==> config.mk <==
export PLATFORM = sky130hd
export DESIGN_NAME = sh3_cell
export DESIGN_NICKNAME = d
export VERILOG_FILES = /design/src/hdl/sh3_pkg.sv /design/src/hdl/sh3_cell.sv
export SDC_FILE = /design/constraint.sdc
export NUM_CORES = 1
export LEC_CHECK = 0
export BUFFER_PORTS_ARGS = -buffer_cell sky130_fd_sc_hd__buf_2
export CORE_UTILIZATION = 39
export DETAILED_ROUTE_END_ITERATION = 8
export PLACE_DENSITY = 0.75
export REMOVE_ABC_BUFFERS = 1
export SLEW_MARGIN = 10
export SYNTH_ARGS = -nofsm -noshare
export SYNTH_HDL_FRONTEND = slang
export SYNTH_SLANG_ARGS = --single-unit
==> constraint.sdc <==
create_clock -name clk -period 0.85 [get_ports clk]
set_input_delay 0.17 -clock clk [delete_from_list [all_inputs] [get_ports clk]]
set_output_delay 0.17 -clock clk [all_outputs]
set_load 0.01 [all_outputs]
==> src/hdl/sh3_pkg.sv <==
// shared types and constants for the 3x3 sharpening convolution
package sh3_pkg;

  localparam int MaxWidth  = 1024;
  localparam int MaxHeight = 1024;
  localparam int PixW      = 16;
  localparam int DimW      = 11;
  localparam int ColW      = $clog2(MaxWidth);
  localparam int RowW      = DimW + 1;
  localparam int SumW      = PixW + 4;

  localparam logic [DimW-1:0] DimMaxW = DimW'(MaxWidth);
  localparam logic [DimW-1:0] DimMaxH = DimW'(MaxHeight);

  localparam logic REQ_PIXEL = 1'b0;
  localparam logic REQ_DRAIN = 1'b1;

  localparam logic REG_ACTIVE_WIDTH  = 1'b0;
  localparam logic REG_ACTIVE_HEIGHT = 1'b1;

  typedef logic signed [PixW-1:0] pix_t;
  typedef pix_t [2:0] pix_col_t;

  // per-beat control carried down the pipeline
  typedef struct packed {
    logic [ColW-1:0] col;
    pix_t            v;
    logic            has_res;
    logic            top_ok;
    logic            bot_ok;
    logic            left_ok;
    logic            right_ok;
    logic            last;
  } sh3_ctl_t;

  function automatic logic [DimW-1:0] clamp_dim(input logic [DimW-1:0] val,
                                                 input logic [DimW-1:0] maxv);
    logic [DimW-1:0] r;
    if (val == '0) begin
      r = DimW'(1);
    end else if (val > maxv) begin
      r = maxv;
    end else begin
      r = val;
    end
    return r;
  endfunction

endpackage

==> src/hdl/sh3_cell.sv <==
// one window column of three pixels, handed to the left neighbour on each shift
module sh3_cell (
  input  logic              clk,
  input  logic              rst,
  input  logic              shift,
  input  sh3_pkg::pix_col_t col_in,
  output sh3_pkg::pix_col_t col_out
);
  import sh3_pkg::*;

  pix_col_t col;

  always_ff @(posedge clk) begin
    if (rst) begin
      col <= '0;
    end else if (shift) begin
      col <= col_in;
    end
  end

  assign col_out = col;
endmodule

# --- Word-level counts from Yosys, hierarchy flattened ---
# Cells that the tools add are included.
totals:
  elab_cells: 3
  out_inout_bits: 48
  regBits: 48
  in_bits: 51

# --- Logic depth before layout (Yosys ltp) ---
depth:
  word_depth: 0
  ltp_mapped: 5
  depth_no_buf: 2

# --- Worst setup path after synthesis ---
# OpenSTA, ideal clock, no wires.
synth_path:
  path_type: "input to register"
  start: "input shift"
  end: "register col (netlist bit col_out[0])"
  n_path_buf: 3
  setup_time_ns: 0.117
  setup_slack_ns: 0.004
  path_stages: 5
  required_time_ns: 0.733
  t_arrival_ns: 0.728
  cell_sequence: "buf_6 > buf_12 > buf_12 > mux2i_1 > nor2_1"
synth_lines:
  columns: ["item", "line_no", "text"]
  rows:
  - ["start: declaration", "sh3_cell.sv:5", "input logic shift,"]
  - ["end signal: assignment", "sh3_cell.sv:17", "col <= col_in;"]
  - ["end: declaration", "sh3_cell.sv:11", "pix_col_t col;"]

# --- Worst setup path after layout ---
layout_path:
  start: "register col (netlist bit col_out[4])"
  end: "output col_out[4] in the netlist's numbering"
layout_lines:
  columns: ["item", "line_no", "text"]
  rows:
  - ["end: declaration", "sh3_cell.sv:7", "output sh3_pkg::pix_col_t col_out"]
# No word-level cell between the ends.

==> metrics.txt <==
CTS Hold Buffers Added 0; max reg flops 48; Sw Share 24.2%; internal power around 3.6 mW; Data required, critical path ~0.7 ns; FF-to-FF End col_out[24]$_SDFFE_PP0P_; port bufs 98; WP buf/inv 1; crit path kind flip-flop to primary output; vias per cell about 4.6; Clock Latency Late Sink 0.29 ns; MaxCap Viol Count 0; Critical-path top delay cell dfxtp_2; min-delay src col_in[22]; Placement Rows 23; Hold Worst Slack 0.0986 ns; CP startpoint kind flip-flop; Comb pwr share 17.4%; gr ovfl total 0; largest net degree at the start of global routing 33; Total Routing Usage GR 17.0%; Post-synth EDFFs 0; failing checks negative setup slack; Worst Skew 0 ns; cell taking the most area after synthesis dfxtp_1; core footprint 4120 sq um; Worst Hold Depth 3; HPWL Detailed 2610 microns; Yosys reg bits 48; first-pass GRT wire length between 5000 and 6000 microns; Fmax 1.08 GHz; H-tree depth 2; Synth top area share between 50 and 60%; Iter 0 DRT Violations 79; WL per Instance approximately 13 microns; Worst-Margin Slew around 0.16 ns; minimum clock period approximately 0.93 ns; Initial Utilization around 42%; Die Span Y a little under 70 microns; Synth Cell Area ~1700 sq um; Static Leak between 1 and 1.5 nW; post-route ant nets 0; CP endpoint kind primary output; Syn Area/Cell between 10 and 15 sq um; Max Slew Vio Count 0; largest delay contributor family on the critical path flip-flops; drt pass-1 iters 4; Post-Syn Instances 155; Sum Neg Setup Slack -2.94 ns; Psw around 1.1 mW; Tcrit/Tclk final 109%; IO Pins approximately 100; clk slew on worst S/H paths roughly 0.090 ns; post-synthesis sequential area ratio between 50% and 60%; Final Setup Violations 48; vias in the first global route ~1,300; critical path, cell by cell buf_6; vias 1,429; Worst VDD drop 0.00109 V; Synth area leaders dfxtp_1 (56%), mux2i_1 (28%), nor2_1 (10%); async set-reset flop share out of synthesis 0%; Synth-to-Final Area Change 58.4%; clock sink total 48; initial antenna violation count 0; leading cell types by count after synthesis dfxtp_1 (48), mux2i_1 (48), nor2_1 (48), buf_12 (3), clkbuf_1 (3); Hold Path Sink col_out[22]$_SDFFE_PP0P_; Crit Path Max Fanout 2; fin worst setup slack -0.0759 ns; status finished, violations left; die area roughly 4700 sq um; Most used DFF post-synth dfxtp_1; Synth cell types 8; Final #Nets 310; Die Span X ~69 microns; reg2reg start col_out[24]$_SDFFE_PP0P_; final hold violations 0; CTS root buf clkbuf_8; Longest Clk Path Bufs 2; drt total wl around 4000 microns; worst min path class input pin to flip-flop; FF-to-FF path depth 4; placer congestion estimate about 0.68; ant diodes 0; pwr dens approximately 1700 nW/um^2; number of synthesis warnings 0; Rel. slew slack about nine tenths; worst stage delay on the critical path about 0.35 ns; Sequential Power Share 53.4%; # DRC 0; r2r setup slk 0 ns; CTS Buf Count 5; Clk pwr share 29.2%; layout cell share with drive strength beyond 1 a little over three fifths; CP arrival roughly 0.76 ns; CTS tree built; RSZ-0062 raised after global routing true
-- tightest hold or removal path: stages --
cell and delay, ns:
buf_2 0.07, mux2i_1 0.05, nor2_1 0.07
-- power groups by stage --
stage	combinational, mW	sequential [mW]	clock (mW)
global placement	0.634	2.49	0
finish	0.816	2.50	1.37
detailed placement	0.643	2.49	0
global route	0.886	2.52	1.52
floorplan	0.191	2.56	0
CTS	0.805	2.50	1.42
-- cells by family after synthesis --
logic type / Yosys count / synth area share, %
buf+inv: 11 / 6.22
simple gates: 48 / 10.4
mux: 48 / 27.8
flops: 48 / 55.6
-- metal layers --
layer	vias to the layer above	global-route usage [%]	wire, microns	part of all wire, %
met1	642	17.8	1580	40
li1	717	-	-	-
met5	-	0	0	0
met2	64	29.8	1980	50
met4	0	8.59	71	1.8
met3	6	6.25	349	8.8
-- worst max path at each step --
stage / end / depth (start not counted) / slack, ns / from
final: col_out[4] / 1 / -0.08 / col_out[4]$_SDFFE_PP0P_
after global routing: col_out[4] / 1 / -0.11 / col_out[4]$_SDFFE_PP0P_
after CTS: col_out[4] / 1 / -0.08 / col_out[4]$_SDFFE_PP0P_
after detailed placement: col_out[20]$_SDFFE_PP0P_ / 4 / -0.08 / shift
after global placement: col_out[0]$_SDFFE_PP0P_ / 4 / -0.05 / shift
after floorplan: col_out[0]$_SDFFE_PP0P_ / 2 / 0.26 / col_out[0]$_SDFFE_PP0P_
-- layout make-up --
cell class                 instances  area, sq um
tap                               50         62.6
timing repair buffer             108          903
sequential                        48         1020
clock buffer                       6         82.6
multi-input combinational         96          661
fill                             299         1380
clock inverter                     1         8.76
-- per-stage QoR --
step                instances  instance area [sq um]  utilization (%)  total power, mW  setup WS, ns
floorplan                 144                   1620                -             2.75         0.260
global placement          296                   2240             54.5             3.13       -0.0532
detailed placement        296                   2240             54.5             3.14       -0.0752
CTS                       307                   2720             66.2             4.73       -0.0841
global route              309                   2740             66.6             4.93        -0.111
finish                    309                   2740             66.6             4.69       -0.0759
-- layout by cell type, fill, tap and decap left out --
master	count
clkbuf_8	6
clkinv_4	1
mux2i_1	48
dfxtp_2	48
nor2_1	48
buf_12	3
buf_2	50
buf_6	48
buf_4	7
-- repair_timing --
item                                    CTS  global route
gates resized for setup                  96             0
setup buffers                             4             2
endpoints found under the setup margin   48            48
pin swaps                                 0             0
Note: power is estimated with default switching activity, not from simulation.
